## config.mk

```make
export PLATFORM = sky130hd
export DESIGN_NAME = lockin_quadrature_demodulator_top
export DESIGN_NICKNAME = d
export VERILOG_FILES = /design/src/rtl/lqd_pkg.sv /design/src/rtl/lqd_front.sv /design/src/rtl/lqd_rec_queue.sv /design/src/rtl/lqd_back.sv /design/src/rtl/lockin_quadrature_demodulator_top.sv
export SDC_FILE = /design/constraint.sdc
export NUM_CORES = 2
export LEC_CHECK = 0
export ABC_CLOCK_PERIOD_IN_PS = 11100
export BUFFER_PORTS_ARGS = -buffer_cell sky130_fd_sc_hd__buf_2
export CAP_MARGIN = 20
export CORE_MARGIN = 2
export CORE_UTILIZATION = 50
export CTS_CLUSTER_DIAMETER = 80
export DETAILED_ROUTE_END_ITERATION = 8
export PLACE_DENSITY_LB_ADDON = 0.3
export SLEW_MARGIN = 30
export SYNTH_ARGS = -nofsm -noshare
export SYNTH_HDL_FRONTEND = slang
export SYNTH_SLANG_ARGS = --single-unit
```

## constraint.sdc

```tcl
create_clock -name clock -period 11.1 [get_ports clock]
set_clock_uncertainty 0.05 [all_clocks]
set_input_delay 0.555 -clock clock [delete_from_list [all_inputs] [get_ports clock]]
set_output_delay 0.555 -clock clock [all_outputs]
set_load 0.05 [all_outputs]
```

## src/rtl/lqd_pkg.sv

```systemverilog
// Shared constants, record type and reference table generator for the lock-in demodulator.
package lqd_pkg;

   localparam int MAX_RECORD  = 65536;
   localparam int TABLE_BITS  = 10;
   localparam int SAMPLE_BITS = 16;

   localparam int SAMPLE_IN_W = 16;
   localparam int PHASE_W     = 32;
   localparam int USED_W      = 17;
   localparam int COMP_W      = 32;
   localparam int ACC_W       = 48;
   localparam int REF_W       = 16;
   localparam int PROD_W      = SAMPLE_BITS + REF_W;
   localparam int LIMIT_W     = $clog2(MAX_RECORD + 1);
   localparam int DIV_W       = $clog2(MAX_RECORD / 2 + 1);

   localparam int TAB_SIZE    = 1 << TABLE_BITS;
   localparam int QUARTER     = 1 << (TABLE_BITS - 2);
   localparam int QIDX_W      = TABLE_BITS - 2;

   localparam logic [63:0] PI_Q30  = 64'd3373259426;
   localparam logic [63:0] Q30_ONE = 64'd1 << 30;
   localparam logic [63:0] REF_ONE = 64'd32767;

   localparam int REC_DEPTH   = 2;

   localparam int CSR_DATA_W  = 32;
   localparam int CSR_ADDR_W  = 3;
   localparam int CSR_SEL_BIT = 2;
   localparam logic REG_PHASE_STEP   = 1'b0;
   localparam logic REG_USED_SAMPLES = 1'b1;

   typedef struct packed {
      logic [ACC_W-1:0] sine_sum;
      logic [ACC_W-1:0] cosine_sum;
      logic [DIV_W-1:0] divisor;
   } rec_type;

   // Quarter-wave reference entry j in Q1.15, from a Taylor series in Q30.
   // Only ever evaluated at elaboration to build the constant table.
   function automatic logic [REF_W-1:0] quarter_ref(input int unsigned j);
      logic [63:0] x;
      logic [63:0] x2;
      logic [63:0] t;
      logic [63:0] d;
      logic [63:0] s;
      logic [63:0] r;
      x  = (64'd2 * PI_Q30 * 64'(j) + 64'(TAB_SIZE >> 1)) >> TABLE_BITS;
      x2 = (x * x) >> 30;
      t  = Q30_ONE;
      d  = ((x2 * t) >> 30) / 64'd210;
      t  = (d >= Q30_ONE) ? 64'd0 : Q30_ONE - d;
      d  = ((x2 * t) >> 30) / 64'd156;
      t  = (d >= Q30_ONE) ? 64'd0 : Q30_ONE - d;
      d  = ((x2 * t) >> 30) / 64'd110;
      t  = (d >= Q30_ONE) ? 64'd0 : Q30_ONE - d;
      d  = ((x2 * t) >> 30) / 64'd72;
      t  = (d >= Q30_ONE) ? 64'd0 : Q30_ONE - d;
      d  = ((x2 * t) >> 30) / 64'd42;
      t  = (d >= Q30_ONE) ? 64'd0 : Q30_ONE - d;
      d  = ((x2 * t) >> 30) / 64'd20;
      t  = (d >= Q30_ONE) ? 64'd0 : Q30_ONE - d;
      d  = ((x2 * t) >> 30) / 64'd6;
      t  = (d >= Q30_ONE) ? 64'd0 : Q30_ONE - d;
      s  = (x * t) >> 30;
      if (s > Q30_ONE) begin
         s = Q30_ONE;
      end
      r = (s * REF_ONE + (64'd1 << 29)) >> 30;
      return r[REF_W-1:0];
   endfunction

endpackage

```

## src/rtl/lqd_front.sv

```systemverilog
// Front end: sample intake, phase accumulator, reference lookup and correlation sums.
module lqd_front
   import lqd_pkg::*;
(
   input  logic                          clock,
   input  logic                          reset,
   input  logic                          push,
   output logic                          full,
   input  logic [SAMPLE_IN_W-1:0]        req_sample,
   input  logic                          req_end_of_record,
   input  logic [PHASE_W-1:0]            phase_step,
   input  logic [USED_W-1:0]             used_samples,
   output logic                          rec_push,
   output rec_type                       rec_data,
   input  logic                          rec_full
);

   // Quarter-wave table, entries 0 .. QUARTER-1; the peak entry is kept apart.
   localparam logic [REF_W-1:0] QTOP = quarter_ref(QUARTER);

   logic [REF_W-1:0] qtab [QUARTER];

   for (genvar g = 0; g < QUARTER; g++) begin : g_qtab
      localparam logic [REF_W-1:0] QV = quarter_ref(g);
      assign qtab[g] = QV;
   end

   // Maps a full-table index onto the quarter table: {negate, peak, index}.
   function automatic logic [QIDX_W+1:0] fold_index(input logic [TABLE_BITS-1:0] k);
      logic [1:0]        quad;
      logic [QIDX_W-1:0] r;
      logic [QIDX_W-1:0] mirrored;
      quad     = k[TABLE_BITS-1 -: 2];
      r        = k[QIDX_W-1:0];
      mirrored = QIDX_W'(~r + QIDX_W'(1));
      if (quad[0]) begin
         return {quad[1], (r == '0), mirrored};
      end
      return {quad[1], 1'b0, r};
   endfunction

   logic                          adv;
   logic                          accept;
   logic [PHASE_W-1:0]            phase_next;
   logic [LIMIT_W-1:0]            limit;
   logic                          active;

   logic [PHASE_W-1:0]            phase_acc_ff, phase_acc_in;
   logic [LIMIT_W-1:0]            sample_index_ff, sample_index_in;

   logic                          s1_valid_ff, s1_valid_in;
   logic signed [SAMPLE_BITS-1:0] s1_sample_ff, s1_sample_in;
   logic [TABLE_BITS-1:0]         s1_idx_ff, s1_idx_in;
   logic                          s1_active_ff, s1_active_in;
   logic                          s1_eor_ff, s1_eor_in;
   logic [DIV_W-1:0]              s1_div_ff, s1_div_in;

   logic                          s2_valid_ff, s2_valid_in;
   logic signed [SAMPLE_BITS-1:0] s2_sample_ff, s2_sample_in;
   logic signed [REF_W-1:0]       s2_sref_ff, s2_sref_in;
   logic signed [REF_W-1:0]       s2_cref_ff, s2_cref_in;
   logic                          s2_active_ff, s2_active_in;
   logic                          s2_eor_ff, s2_eor_in;
   logic [DIV_W-1:0]              s2_div_ff, s2_div_in;

   logic                          s3_valid_ff, s3_valid_in;
   logic signed [PROD_W-1:0]      s3_sprod_ff, s3_sprod_in;
   logic signed [PROD_W-1:0]      s3_cprod_ff, s3_cprod_in;
   logic                          s3_active_ff, s3_active_in;
   logic                          s3_eor_ff, s3_eor_in;
   logic [DIV_W-1:0]              s3_div_ff, s3_div_in;

   logic [ACC_W-1:0]              sine_acc_ff, sine_acc_in;
   logic [ACC_W-1:0]              cosine_acc_ff, cosine_acc_in;
   logic [ACC_W-1:0]              sine_sum;
   logic [ACC_W-1:0]              cosine_sum;

   logic [QIDX_W+1:0]             sfold;
   logic [QIDX_W+1:0]             cfold;
   logic [REF_W-1:0]              smag;
   logic [REF_W-1:0]              cmag;

   // The pipeline only halts when a finished record cannot enter the queue.
   assign adv    = !(s3_valid_ff && s3_eor_ff && rec_full);
   assign full   = !adv;
   assign accept = push && adv;

   always_comb begin
      phase_next = phase_acc_ff + phase_step;
      limit      = (32'(used_samples) > 32'(MAX_RECORD)) ? LIMIT_W'(MAX_RECORD)
                                                          : LIMIT_W'(used_samples);
      active     = (sample_index_ff < limit);

      phase_acc_in    = phase_acc_ff;
      sample_index_in = sample_index_ff;
      if (accept) begin
         if (req_end_of_record) begin
            phase_acc_in    = '0;
            sample_index_in = '0;
         end else begin
            phase_acc_in = phase_next;
            if (active) begin
               sample_index_in = sample_index_ff + LIMIT_W'(1);
            end
         end
      end

      s1_valid_in  = adv ? accept : s1_valid_ff;
      s1_sample_in = s1_sample_ff;
      s1_idx_in    = s1_idx_ff;
      s1_active_in = s1_active_ff;
      s1_eor_in    = s1_eor_ff;
      s1_div_in    = s1_div_ff;
      if (adv) begin
         s1_sample_in = req_sample[SAMPLE_BITS-1:0];
         s1_idx_in    = phase_next[PHASE_W-1 -: TABLE_BITS];
         s1_active_in = active;
         s1_eor_in    = req_end_of_record;
         s1_div_in    = DIV_W'(limit >> 1);
      end
   end

   always_comb begin
      sfold = fold_index(s1_idx_ff);
      cfold = fold_index(s1_idx_ff + TABLE_BITS'(QUARTER));
      smag  = sfold[QIDX_W] ? QTOP : qtab[sfold[QIDX_W-1:0]];
      cmag  = cfold[QIDX_W] ? QTOP : qtab[cfold[QIDX_W-1:0]];

      s2_valid_in  = adv ? s1_valid_ff : s2_valid_ff;
      s2_sample_in = s2_sample_ff;
      s2_sref_in   = s2_sref_ff;
      s2_cref_in   = s2_cref_ff;
      s2_active_in = s2_active_ff;
      s2_eor_in    = s2_eor_ff;
      s2_div_in    = s2_div_ff;
      if (adv) begin
         s2_sample_in = s1_sample_ff;
         s2_sref_in   = sfold[QIDX_W+1] ? REF_W'(REF_W'(0) - smag) : smag;
         s2_cref_in   = cfold[QIDX_W+1] ? REF_W'(REF_W'(0) - cmag) : cmag;
         s2_active_in = s1_active_ff;
         s2_eor_in    = s1_eor_ff;
         s2_div_in    = s1_div_ff;
      end
   end

   always_comb begin
      s3_valid_in  = adv ? s2_valid_ff : s3_valid_ff;
      s3_sprod_in  = s3_sprod_ff;
      s3_cprod_in  = s3_cprod_ff;
      s3_active_in = s3_active_ff;
      s3_eor_in    = s3_eor_ff;
      s3_div_in    = s3_div_ff;
      if (adv) begin
         s3_sprod_in  = PROD_W'(s2_sample_ff) * PROD_W'(s2_sref_ff);
         s3_cprod_in  = PROD_W'(s2_sample_ff) * PROD_W'(s2_cref_ff);
         s3_active_in = s2_active_ff;
         s3_eor_in    = s2_eor_ff;
         s3_div_in    = s2_div_ff;
      end
   end

   always_comb begin
      sine_sum   = sine_acc_ff + (s3_active_ff ? ACC_W'(s3_sprod_ff) : '0);
      cosine_sum = cosine_acc_ff + (s3_active_ff ? ACC_W'(s3_cprod_ff) : '0);

      sine_acc_in   = sine_acc_ff;
      cosine_acc_in = cosine_acc_ff;
      if (s3_valid_ff && adv) begin
         sine_acc_in   = s3_eor_ff ? '0 : sine_sum;
         cosine_acc_in = s3_eor_ff ? '0 : cosine_sum;
      end

      rec_push            = s3_valid_ff && s3_eor_ff && !rec_full;
      rec_data.sine_sum   = sine_sum;
      rec_data.cosine_sum = cosine_sum;
      rec_data.divisor    = s3_div_ff;
   end

   always_ff @(posedge clock) begin
      if (reset) begin
         phase_acc_ff    <= '0;
         sample_index_ff <= '0;
         sine_acc_ff     <= '0;
         cosine_acc_ff   <= '0;
         s1_valid_ff     <= 1'b0;
         s2_valid_ff     <= 1'b0;
         s3_valid_ff     <= 1'b0;
      end else begin
         phase_acc_ff    <= phase_acc_in;
         sample_index_ff <= sample_index_in;
         sine_acc_ff     <= sine_acc_in;
         cosine_acc_ff   <= cosine_acc_in;
         s1_valid_ff     <= s1_valid_in;
         s2_valid_ff     <= s2_valid_in;
         s3_valid_ff     <= s3_valid_in;
      end
   end

   always_ff @(posedge clock) begin
      s1_sample_ff <= s1_sample_in;
      s1_idx_ff    <= s1_idx_in;
      s1_active_ff <= s1_active_in;
      s1_eor_ff    <= s1_eor_in;
      s1_div_ff    <= s1_div_in;
      s2_sample_ff <= s2_sample_in;
      s2_sref_ff   <= s2_sref_in;
      s2_cref_ff   <= s2_cref_in;
      s2_active_ff <= s2_active_in;
      s2_eor_ff    <= s2_eor_in;
      s2_div_ff    <= s2_div_in;
      s3_sprod_ff  <= s3_sprod_in;
      s3_cprod_ff  <= s3_cprod_in;
      s3_active_ff <= s3_active_in;
      s3_eor_ff    <= s3_eor_in;
      s3_div_ff    <= s3_div_in;
   end

endmodule

```

## src/rtl/lqd_rec_queue.sv

```systemverilog
// Short queue of finished record sums between the front end and the divider.
module lqd_rec_queue
   import lqd_pkg::*;
(
   input  logic    clock,
   input  logic    reset,
   input  logic    push,
   input  rec_type push_data,
   output logic    full,
   input  logic    pop,
   output rec_type pop_data,
   output logic    empty
);

   localparam int PTR_W = (REC_DEPTH > 1) ? $clog2(REC_DEPTH) : 1;
   localparam int CNT_W = $clog2(REC_DEPTH + 1);

   rec_type           entry_ff [REC_DEPTH];
   logic [PTR_W-1:0]  wr_ptr_ff, wr_ptr_in;
   logic [PTR_W-1:0]  rd_ptr_ff, rd_ptr_in;
   logic [CNT_W-1:0]  count_ff, count_in;
   logic              do_push;
   logic              do_pop;

   assign full     = (count_ff == CNT_W'(REC_DEPTH));
   assign empty    = (count_ff == '0);
   assign do_push  = push && !full;
   assign do_pop   = pop && !empty;
   assign pop_data = entry_ff[rd_ptr_ff];

   always_comb begin
      wr_ptr_in = wr_ptr_ff;
      rd_ptr_in = rd_ptr_ff;
      count_in  = count_ff;
      if (do_push) begin
         wr_ptr_in = (wr_ptr_ff == PTR_W'(REC_DEPTH - 1)) ? '0 : wr_ptr_ff + PTR_W'(1);
      end
      if (do_pop) begin
         rd_ptr_in = (rd_ptr_ff == PTR_W'(REC_DEPTH - 1)) ? '0 : rd_ptr_ff + PTR_W'(1);
      end
      if (do_push && !do_pop) begin
         count_in = count_ff + CNT_W'(1);
      end else if (do_pop && !do_push) begin
         count_in = count_ff - CNT_W'(1);
      end
   end

   always_ff @(posedge clock) begin
      if (reset) begin
         wr_ptr_ff <= '0;
         rd_ptr_ff <= '0;
         count_ff  <= '0;
      end else begin
         wr_ptr_ff <= wr_ptr_in;
         rd_ptr_ff <= rd_ptr_in;
         count_ff  <= count_in;
      end
   end

   always_ff @(posedge clock) begin
      if (do_push) begin
         entry_ff[wr_ptr_ff] <= push_data;
      end
   end

endmodule

```

## src/rtl/lqd_back.sv

```systemverilog
// Back end: bit-serial signed division of both sums, saturation and the result register.
module lqd_back
   import lqd_pkg::*;
(
   input  logic              clock,
   input  logic              reset,
   input  logic              rec_empty,
   input  rec_type           rec_data,
   output logic              rec_pop,
   output logic              empty,
   input  logic              pop,
   output logic [COMP_W-1:0] rsp_sine_component,
   output logic [COMP_W-1:0] rsp_cosine_component,
   output logic              rsp_invalid
);

   localparam logic [1:0] ST_IDLE = 2'd0;
   localparam logic [1:0] ST_DIV  = 2'd1;
   localparam logic [1:0] ST_DONE = 2'd2;

   localparam int COUNT_W = $clog2(ACC_W);

   localparam logic [ACC_W-1:0]  NEG_LIMIT = ACC_W'(64'd1 << (COMP_W - 1));
   localparam logic [ACC_W-1:0]  POS_LIMIT = NEG_LIMIT - ACC_W'(1);
   localparam logic [COMP_W-1:0] COMP_MIN  = {1'b1, {(COMP_W - 1){1'b0}}};
   localparam logic [COMP_W-1:0] COMP_MAX  = {1'b0, {(COMP_W - 1){1'b1}}};

   // One restoring step: returns {remainder, shifted dividend with new quotient bit}.
   function automatic logic [DIV_W+ACC_W-1:0] div_step(input logic [DIV_W-1:0] rem,
                                                      input logic [ACC_W-1:0] dvd,
                                                      input logic [DIV_W-1:0] dsr);
      logic [DIV_W:0] shifted;
      logic           bit_q;
      logic [DIV_W:0] diff;
      shifted = {rem, dvd[ACC_W-1]};
      bit_q   = (shifted >= {1'b0, dsr});
      diff    = shifted - {1'b0, dsr};
      return {bit_q ? diff[DIV_W-1:0] : shifted[DIV_W-1:0], dvd[ACC_W-2:0], bit_q};
   endfunction

   function automatic logic [COMP_W-1:0] saturate(input logic neg,
                                                 input logic [ACC_W-1:0] mag);
      logic [ACC_W-1:0] negated;
      negated = ACC_W'(0) - mag;
      if (neg) begin
         return (mag > NEG_LIMIT) ? COMP_MIN : negated[COMP_W-1:0];
      end
      return (mag > POS_LIMIT) ? COMP_MAX : mag[COMP_W-1:0];
   endfunction

   logic [1:0]          state_ff, state_in;
   logic [COUNT_W-1:0]  count_ff, count_in;
   logic [DIV_W-1:0]    div_ff, div_in;
   logic [ACC_W-1:0]    sine_dvd_ff, sine_dvd_in;
   logic [ACC_W-1:0]    cos_dvd_ff, cos_dvd_in;
   logic [DIV_W-1:0]    sine_rem_ff, sine_rem_in;
   logic [DIV_W-1:0]    cos_rem_ff, cos_rem_in;
   logic                sine_neg_ff, sine_neg_in;
   logic                cos_neg_ff, cos_neg_in;
   logic                out_valid_ff, out_valid_in;
   logic [COMP_W-1:0]   out_sine_ff, out_sine_in;
   logic [COMP_W-1:0]   out_cos_ff, out_cos_in;
   logic                out_invalid_ff, out_invalid_in;

   logic                load;
   logic                step;
   logic                out_load;
   logic [DIV_W+ACC_W-1:0] sine_next;
   logic [DIV_W+ACC_W-1:0] cos_next;

   always_comb begin
      state_in = state_ff;
      count_in = count_ff;
      rec_pop  = 1'b0;
      load     = 1'b0;
      step     = 1'b0;
      out_load = 1'b0;
      case (state_ff)
         ST_IDLE: begin
            if (!rec_empty) begin
               rec_pop  = 1'b1;
               load     = 1'b1;
               count_in = '0;
               state_in = (rec_data.divisor == '0) ? ST_DONE : ST_DIV;
            end
         end
         ST_DIV: begin
            step = 1'b1;
            if (count_ff == COUNT_W'(ACC_W - 1)) begin
               state_in = ST_DONE;
            end else begin
               count_in = count_ff + COUNT_W'(1);
            end
         end
         ST_DONE: begin
            if (!out_valid_ff || pop) begin
               out_load = 1'b1;
               state_in = ST_IDLE;
            end
         end
         default: begin
            state_in = ST_IDLE;
         end
      endcase
   end

   always_comb begin
      sine_next   = div_step(sine_rem_ff, sine_dvd_ff, div_ff);
      cos_next    = div_step(cos_rem_ff, cos_dvd_ff, div_ff);

      div_in      = div_ff;
      sine_dvd_in = sine_dvd_ff;
      cos_dvd_in  = cos_dvd_ff;
      sine_rem_in = sine_rem_ff;
      cos_rem_in  = cos_rem_ff;
      sine_neg_in = sine_neg_ff;
      cos_neg_in  = cos_neg_ff;
      if (load) begin
         div_in      = rec_data.divisor;
         sine_neg_in = rec_data.sine_sum[ACC_W-1];
         cos_neg_in  = rec_data.cosine_sum[ACC_W-1];
         sine_dvd_in = rec_data.sine_sum[ACC_W-1] ? ACC_W'(0) - rec_data.sine_sum
                                                  : rec_data.sine_sum;
         cos_dvd_in  = rec_data.cosine_sum[ACC_W-1] ? ACC_W'(0) - rec_data.cosine_sum
                                                    : rec_data.cosine_sum;
         sine_rem_in = '0;
         cos_rem_in  = '0;
      end else if (step) begin
         sine_rem_in = sine_next[DIV_W+ACC_W-1 -: DIV_W];
         sine_dvd_in = sine_next[ACC_W-1:0];
         cos_rem_in  = cos_next[DIV_W+ACC_W-1 -: DIV_W];
         cos_dvd_in  = cos_next[ACC_W-1:0];
      end

      out_valid_in   = out_valid_ff;
      out_sine_in    = out_sine_ff;
      out_cos_in     = out_cos_ff;
      out_invalid_in = out_invalid_ff;
      if (out_load) begin
         out_valid_in   = 1'b1;
         out_invalid_in = (div_ff == '0);
         out_sine_in    = (div_ff == '0) ? '0 : saturate(sine_neg_ff, sine_dvd_ff);
         out_cos_in     = (div_ff == '0) ? '0 : saturate(cos_neg_ff, cos_dvd_ff);
      end else if (pop && out_valid_ff) begin
         out_valid_in = 1'b0;
      end
   end

   assign empty                = !out_valid_ff;
   assign rsp_sine_component   = out_sine_ff;
   assign rsp_cosine_component = out_cos_ff;
   assign rsp_invalid          = out_invalid_ff;

   always_ff @(posedge clock) begin
      if (reset) begin
         state_ff     <= ST_IDLE;
         count_ff     <= '0;
         out_valid_ff <= 1'b0;
      end else begin
         state_ff     <= state_in;
         count_ff     <= count_in;
         out_valid_ff <= out_valid_in;
      end
   end

   always_ff @(posedge clock) begin
      div_ff         <= div_in;
      sine_dvd_ff    <= sine_dvd_in;
      cos_dvd_ff     <= cos_dvd_in;
      sine_rem_ff    <= sine_rem_in;
      cos_rem_ff     <= cos_rem_in;
      sine_neg_ff    <= sine_neg_in;
      cos_neg_ff     <= cos_neg_in;
      out_sine_ff    <= out_sine_in;
      out_cos_ff     <= out_cos_in;
      out_invalid_ff <= out_invalid_in;
   end

   // The partial remainders stay below the divisor throughout the division.
   a_rem_below_divisor: assert property (@(posedge clock) disable iff (reset)
      (state_ff == ST_DIV) |-> (sine_rem_ff < div_ff) && (cos_rem_ff < div_ff))
      else $error("division remainder reached the divisor");

   // An invalid result always carries zero components.
   a_invalid_is_zero: assert property (@(posedge clock) disable iff (reset)
      (out_valid_ff && out_invalid_ff) |-> (out_sine_ff == '0) && (out_cos_ff == '0))
      else $error("invalid result with non-zero components");

   // A new result only appears after the divider has finished.
   a_result_from_done: assert property (@(posedge clock) disable iff (reset)
      $rose(out_valid_ff) |-> $past(state_ff == ST_DONE))
      else $error("result loaded outside the finishing state");

endmodule

```

## src/rtl/lockin_quadrature_demodulator_top.sv

```systemverilog
// Top level of the lock-in quadrature demodulator: register file and block assembly.
// Throughput: one sample transaction per clock cycle while full is low; each record
// then occupies the shared 48-step divider, and the two-entry record queue absorbs
// bursts. A record whose divisor is zero skips the division steps.
// Reset is synchronous and clears both registers, the phase, all sums and queues.
module lockin_quadrature_demodulator_top
   import lqd_pkg::*;
(
   input  logic                   clock,
   input  logic                   reset,
   input  logic                   push,
   output logic                   full,
   input  logic [SAMPLE_IN_W-1:0] req_sample,
   input  logic                   req_end_of_record,
   output logic                   empty,
   input  logic                   pop,
   output logic [COMP_W-1:0]      rsp_sine_component,
   output logic [COMP_W-1:0]      rsp_cosine_component,
   output logic                   rsp_invalid,
   input  logic                   psel,
   input  logic                   penable,
   input  logic                   pwrite,
   input  logic [CSR_ADDR_W-1:0]  paddr,
   input  logic [CSR_DATA_W-1:0]  pwdata,
   output logic [CSR_DATA_W-1:0]  prdata,
   output logic                   pready
);

   // Configuration registers. The word index alone selects the register, so the
   // byte-offset bits of the address are not decoded. Writes are expected only
   // while no transaction is in flight, so no hazard checking is needed here.
   logic [PHASE_W-1:0] phase_step_ff, phase_step_in;
   logic [USED_W-1:0]  used_samples_ff, used_samples_in;
   logic               csr_write;

   assign pready    = 1'b1;
   assign csr_write = psel && penable && pwrite && pready;

   always_comb begin
      phase_step_in   = phase_step_ff;
      used_samples_in = used_samples_ff;
      if (csr_write) begin
         case (paddr[CSR_SEL_BIT])
            REG_PHASE_STEP:   phase_step_in   = pwdata[PHASE_W-1:0];
            REG_USED_SAMPLES: used_samples_in = pwdata[USED_W-1:0];
            default:          phase_step_in   = phase_step_ff;
         endcase
      end
   end

   always_comb begin
      case (paddr[CSR_SEL_BIT])
         REG_PHASE_STEP:   prdata = CSR_DATA_W'(phase_step_ff);
         REG_USED_SAMPLES: prdata = CSR_DATA_W'(used_samples_ff);
         default:          prdata = '0;
      endcase
   end

   always_ff @(posedge clock) begin
      if (reset) begin
         phase_step_ff   <= '0;
         used_samples_ff <= '0;
      end else begin
         phase_step_ff   <= phase_step_in;
         used_samples_ff <= used_samples_in;
      end
   end

   // The front end runs one sample per cycle, unless stalled, through phase
   // accumulation, table lookup, multiplication and accumulation. At a record's end
   // it hands both sums and the divisor over as one record and clears its state.
   rec_type rec_in_data;
   rec_type rec_out_data;
   logic    rec_push;
   logic    rec_full;
   logic    rec_pop;
   logic    rec_empty;

   lqd_front u_front (
      .clock             (clock),
      .reset             (reset),
      .push              (push),
      .full              (full),
      .req_sample        (req_sample),
      .req_end_of_record (req_end_of_record),
      .phase_step        (phase_step_ff),
      .used_samples      (used_samples_ff),
      .rec_push          (rec_push),
      .rec_data          (rec_in_data),
      .rec_full          (rec_full)
   );

   // The record queue decouples the sample stream from the slow divider, so that
   // a new record can be accumulated while the previous one is still dividing.
   lqd_rec_queue u_rec_queue (
      .clock     (clock),
      .reset     (reset),
      .push      (rec_push),
      .push_data (rec_in_data),
      .full      (rec_full),
      .pop       (rec_pop),
      .pop_data  (rec_out_data),
      .empty     (rec_empty)
   );

   // The back end divides both sums by the half count one quotient bit per cycle,
   // saturates them to 32 bits and holds the result until it is taken.
   lqd_back u_back (
      .clock                (clock),
      .reset                (reset),
      .rec_empty            (rec_empty),
      .rec_data             (rec_out_data),
      .rec_pop              (rec_pop),
      .empty                (empty),
      .pop                  (pop),
      .rsp_sine_component   (rsp_sine_component),
      .rsp_cosine_component (rsp_cosine_component),
      .rsp_invalid          (rsp_invalid)
   );

endmodule

```

==> run_results.csv <==
group,metric,value,unit
critical_path,crit_required,11560,ps
floorplanning,die-area,0.146,mm²
hold_path,whs_endpoint,"phase_step_ff[23]$_SDFFE_PP0P_",
global_routing,grt_overflow_total,0,
route,ant_nets,0,
logic_synthesis,yosysTopAreaCellShare,0.250,
layout,final_layout_size_suffix_gt1_frac,0.0730,
global_routing,grt_max_degree,123,
route,viasPerCell,6.02,
clock_tree,path_clk_slew,60,ps
critical_path,worstPathMaxFanout,16,
logic_synthesis,yosys_warnings,0,
clock_tree,clock_latency,700,ps
logic_synthesis,netlist_area,0.0716,mm²
route,drcViolationCount,0,
layout,synthToLayoutAreaGrowth,8.14,%
floorplanning,ioPinCount,159,
logic_synthesis,synth-seq-cells,838,
global_routing,grt_pass1_wl,308000,µm
critical_path,end_kind,"flip-flop",
clock_tree,clock_path_buffers,3,
route,wl_per_cell,20.1,µm
place,port_buffers,155,
critical_path,crit_top_cell,"fa_1",
logic_synthesis,ys.flop_type,"edfxtp_1",
sta,setup_viol,0,
logic_synthesis,yosys-top-cells-area,"edfxtp_1 25%, fa_1 15%, dfxtp_1 6.8%, ha_1 6.7%, nand2_1 4.3%",
logic_synthesis,syn_nets,8685,
global_routing,grt_pass1_vias,56468,
floorplanning,die_x,382,µm
sta,period_share,0.641,
place,hpwl,139000,µm
floorplanning,core.rowCount,138,
logic_synthesis,ys_seq_area_frac,0.318,
clock_tree,htree_levels,3,
sta,report.final.slew_viol_count,0,
global_routing,grt_use_total,0.260,
flow_run,maxCapViolCount,0,
critical_path,crit_chain,"nand2_1 > inv_1 > fa_1 > fa_1 > fa_1 > fa_1 > fa_1 > inv_1 > fa_1 > inv_1 > ha_1 > nand3_1 > nor2_1 > nand3_1 > and3b_1 > nor2_1 > a31oi_1 > a211oi_1 > nor3_1 > a21oi_1 > o21ai_0 > xor2_1",
floorplanning,fp.dieH,382,µm
critical_path,cp_top_family,"adder cells",
critical_path,arrival,7580,ps
hold_path,holdPathStages,3,
critical_path,slowest_delay,750,ps
sta,hold_viol_final,0,
floorplanning,coreArea,0.142,mm²
critical_path,start_kind,"flip-flop",
place,gp_congestion,0.968,
critical_path,rr_endpoint,"u_front.s3_cprod_ff[30]$_DFFE_PN_",
clock_tree,cts-root-buf,"clkbuf_16",
logic_synthesis,syn_area_per_cell,9.28,µm²
layout,fin_nets,8610,
critical_path,r2r_slack,3980,ps
logic_synthesis,synth_cell_types,105,
logic_synthesis,async_flop_share,0,
critical_path,critPathKind,"flip-flop to flip-flop",
sta,finalSetupTns,0,ps
critical_path,critPathBufInv,3,
clock_tree,clock_sinks,838,
hold_path,hold_class,"primary input to flip-flop",
route,vias,57847,
sta,worst_pin_slew,1080,ps
floorplanning,initial_utilization,0.505,
clock_tree,tritoncts,"done",
route,drtPass1Iterations,6,
critical_path,reg2reg_from,"u_front.s2_cref_ff[1]$_DFFE_PN_",
clock_tree,cts_made_buffers,90,
logic_synthesis,syn_inst,7712,
logic_synthesis,synth_edf_count,595,
critical_path,slowest_stage,"fa_1",
clock_tree,cts.repair.resized,0,
hold_path,holdCritStartpoint,"pwdata[23]",
critical_path,reg2regPathDepth,22,
route,wl,193000,µm
outcome,status,"completed",
sta,rsz0062_at_grt,"false",
global_routing,antenna_found_initial,6,
sta,slew_headroom,0.275,
route,drtIter0Drc,5546,
sta,max_freq,141,MHz
logic_synthesis,synth.largest_area_cell,"edfxtp_1",
sta,final.min_clock_period,7120,ps
-- stage by stage --
step                      hold slack (ps)  utilization  setup slack [ps]  area, µm²  std cells
final                                51.3        0.546              3980      77400       9606
after global routing                 41.2        0.546              3640      77400       9606
after CTS                            3.83        0.546              4070      77400       9604
after detailed placement              355        0.522              4090      74100       9418
after global placement                352        0.522              4160      74000       9416
after floorplan                       350            -              2080      71600       7712
-- synth_stat cells (20+ instances only) --
| cell | count |
|---|---|
| o21ai_1 | 136 |
| a22o_1 | 37 |
| o21bai_1 | 25 |
| a221oi_1 | 45 |
| nand2_1 | 811 |
| a21oi_1 | 464 |
| nor2_1 | 459 |
| fa_1 | 529 |
| nor3_1 | 153 |
| xor2_1 | 119 |
| or3_1 | 44 |
| dfxtp_1 | 243 |
| nor4_1 | 44 |
| and2_1 | 332 |
| or2_2 | 20 |
| a31oi_1 | 84 |
| xnor2_1 | 234 |
| nand2b_1 | 56 |
| a21o_1 | 109 |
| a211oi_1 | 89 |
| edfxtp_1 | 595 |
| nand4_1 | 46 |
| o31ai_1 | 61 |
| o21ai_0 | 297 |
| a311oi_1 | 26 |
| clkbuf_1 | 395 |
| ha_1 | 385 |
| buf_1 | 41 |
| nor3b_1 | 28 |
| o221ai_1 | 37 |
| nand3_1 | 112 |
| mux2_2 | 46 |
| and3_1 | 51 |
| a22oi_1 | 96 |
| nand3b_1 | 25 |
| nor2b_1 | 46 |
| a211o_1 | 25 |
| o21a_1 | 45 |
| inv_1 | 739 |
| o211ai_1 | 76 |
| mux2i_1 | 126 |
| o22ai_1 | 30 |
| a2111oi_0 | 25 |
-- placed cells by master (no fill, tap or decap), types with 112 or more instances in the layout --
cell type	instances
mux2i_1	124
fa_1	529
nor3_1	148
o21ai_0	296
o21ai_1	135
buf_2	154
dfxtp_1	242
edfxtp_1	595
a21oi_1	461
xor2_1	117
buf_4	112
nand2_1	807
inv_1	738
nor2_1	450
and2_1	331
xnor2_1	228
ha_1	385
-- worst max path at each step --
stage                                            start                                    to  slack [ps]  cells after the start
finish                 u_front.s2_cref_ff[1]$_DFFE_PN_     u_front.s3_cprod_ff[30]$_DFFE_PN_        3980                     22
global route        u_front.s2_sample_ff[15]$_DFFE_PN_     u_front.s3_sprod_ff[30]$_DFFE_PN_        3640                     23
CTS                 u_front.s2_sample_ff[15]$_DFFE_PN_     u_front.s3_sprod_ff[30]$_DFFE_PN_        4070                     23
detailed placement  u_front.s2_sample_ff[15]$_DFFE_PN_     u_front.s3_sprod_ff[30]$_DFFE_PN_        4090                     23
global placement    u_front.s2_sample_ff[15]$_DFFE_PN_     u_front.s3_sprod_ff[30]$_DFFE_PN_        4160                     23
floorplan                  u_front.s3_eor_ff$_DFFE_PN_  u_rec_queue.entry_ff[0][0]$_DFFE_PP_        2080                      3
-- worst min-delay path: cells and delay by family --
kind | cells | cell delay [ps]
buffers and inverters | 1 | 100
AND/OR/NAND/NOR | 1 | 50
AO/OA/AOI/OAI | 1 | 50
-- sequential cells by signal (all words and copies together), names as in the netlist, 48 cells and up, named ones only --
register and cells:
u_front.cosine_acc_ff 48, u_rec_queue.entry_ff 224, u_back.cos_dvd_ff 48, u_front.sine_acc_ff 48
u_back.sine_dvd_ff 48
-- per-layer routing --
layer,vias up,part of all wire,GRT usage
li1,27015,-,-
met1,28172,0.43,0.359
met2,2191,0.46,0.415
met3,469,0.072,0.0398
met4,0,0.038,0.0947
met5,-,0,0
-- repair_timing --
item | in CTS | in global routing
hold endpoints to repair | 16 | 0
setup buffers | 0 | 0
setup endpoints to repair | 0 | 0
hold buffers | 16 | 0
-- cell type report --
class | count | area (µm²)
Inverter | 750 | 2820
Clock inverter | 50 | 604
Sequential cell | 838 | 22700
Fill cell | 12478 | 64300
Antenna cell | 1 | 2.50
Multi-Input combinational cell | 5667 | 44500
Timing Repair Buffer | 290 | 1870
Tap cell | 1890 | 2360
Clock buffer | 120 | 2550
-- kinds of logic after synthesis --
kind of cell,Yosys count,synth area share
mux,184,0.0283
flops,838,0.318
other cells,1,0.0000524
simple gates,2285,0.154
compound gates,1928,0.177
buf+inv,1207,0.0642
fa+ha+maj,914,0.215
xor+xnor,355,0.0438
Power is left out: the tool's default activity adds up to more than one toggle a clock period on the data nets, which glitch-free logic cannot reach.
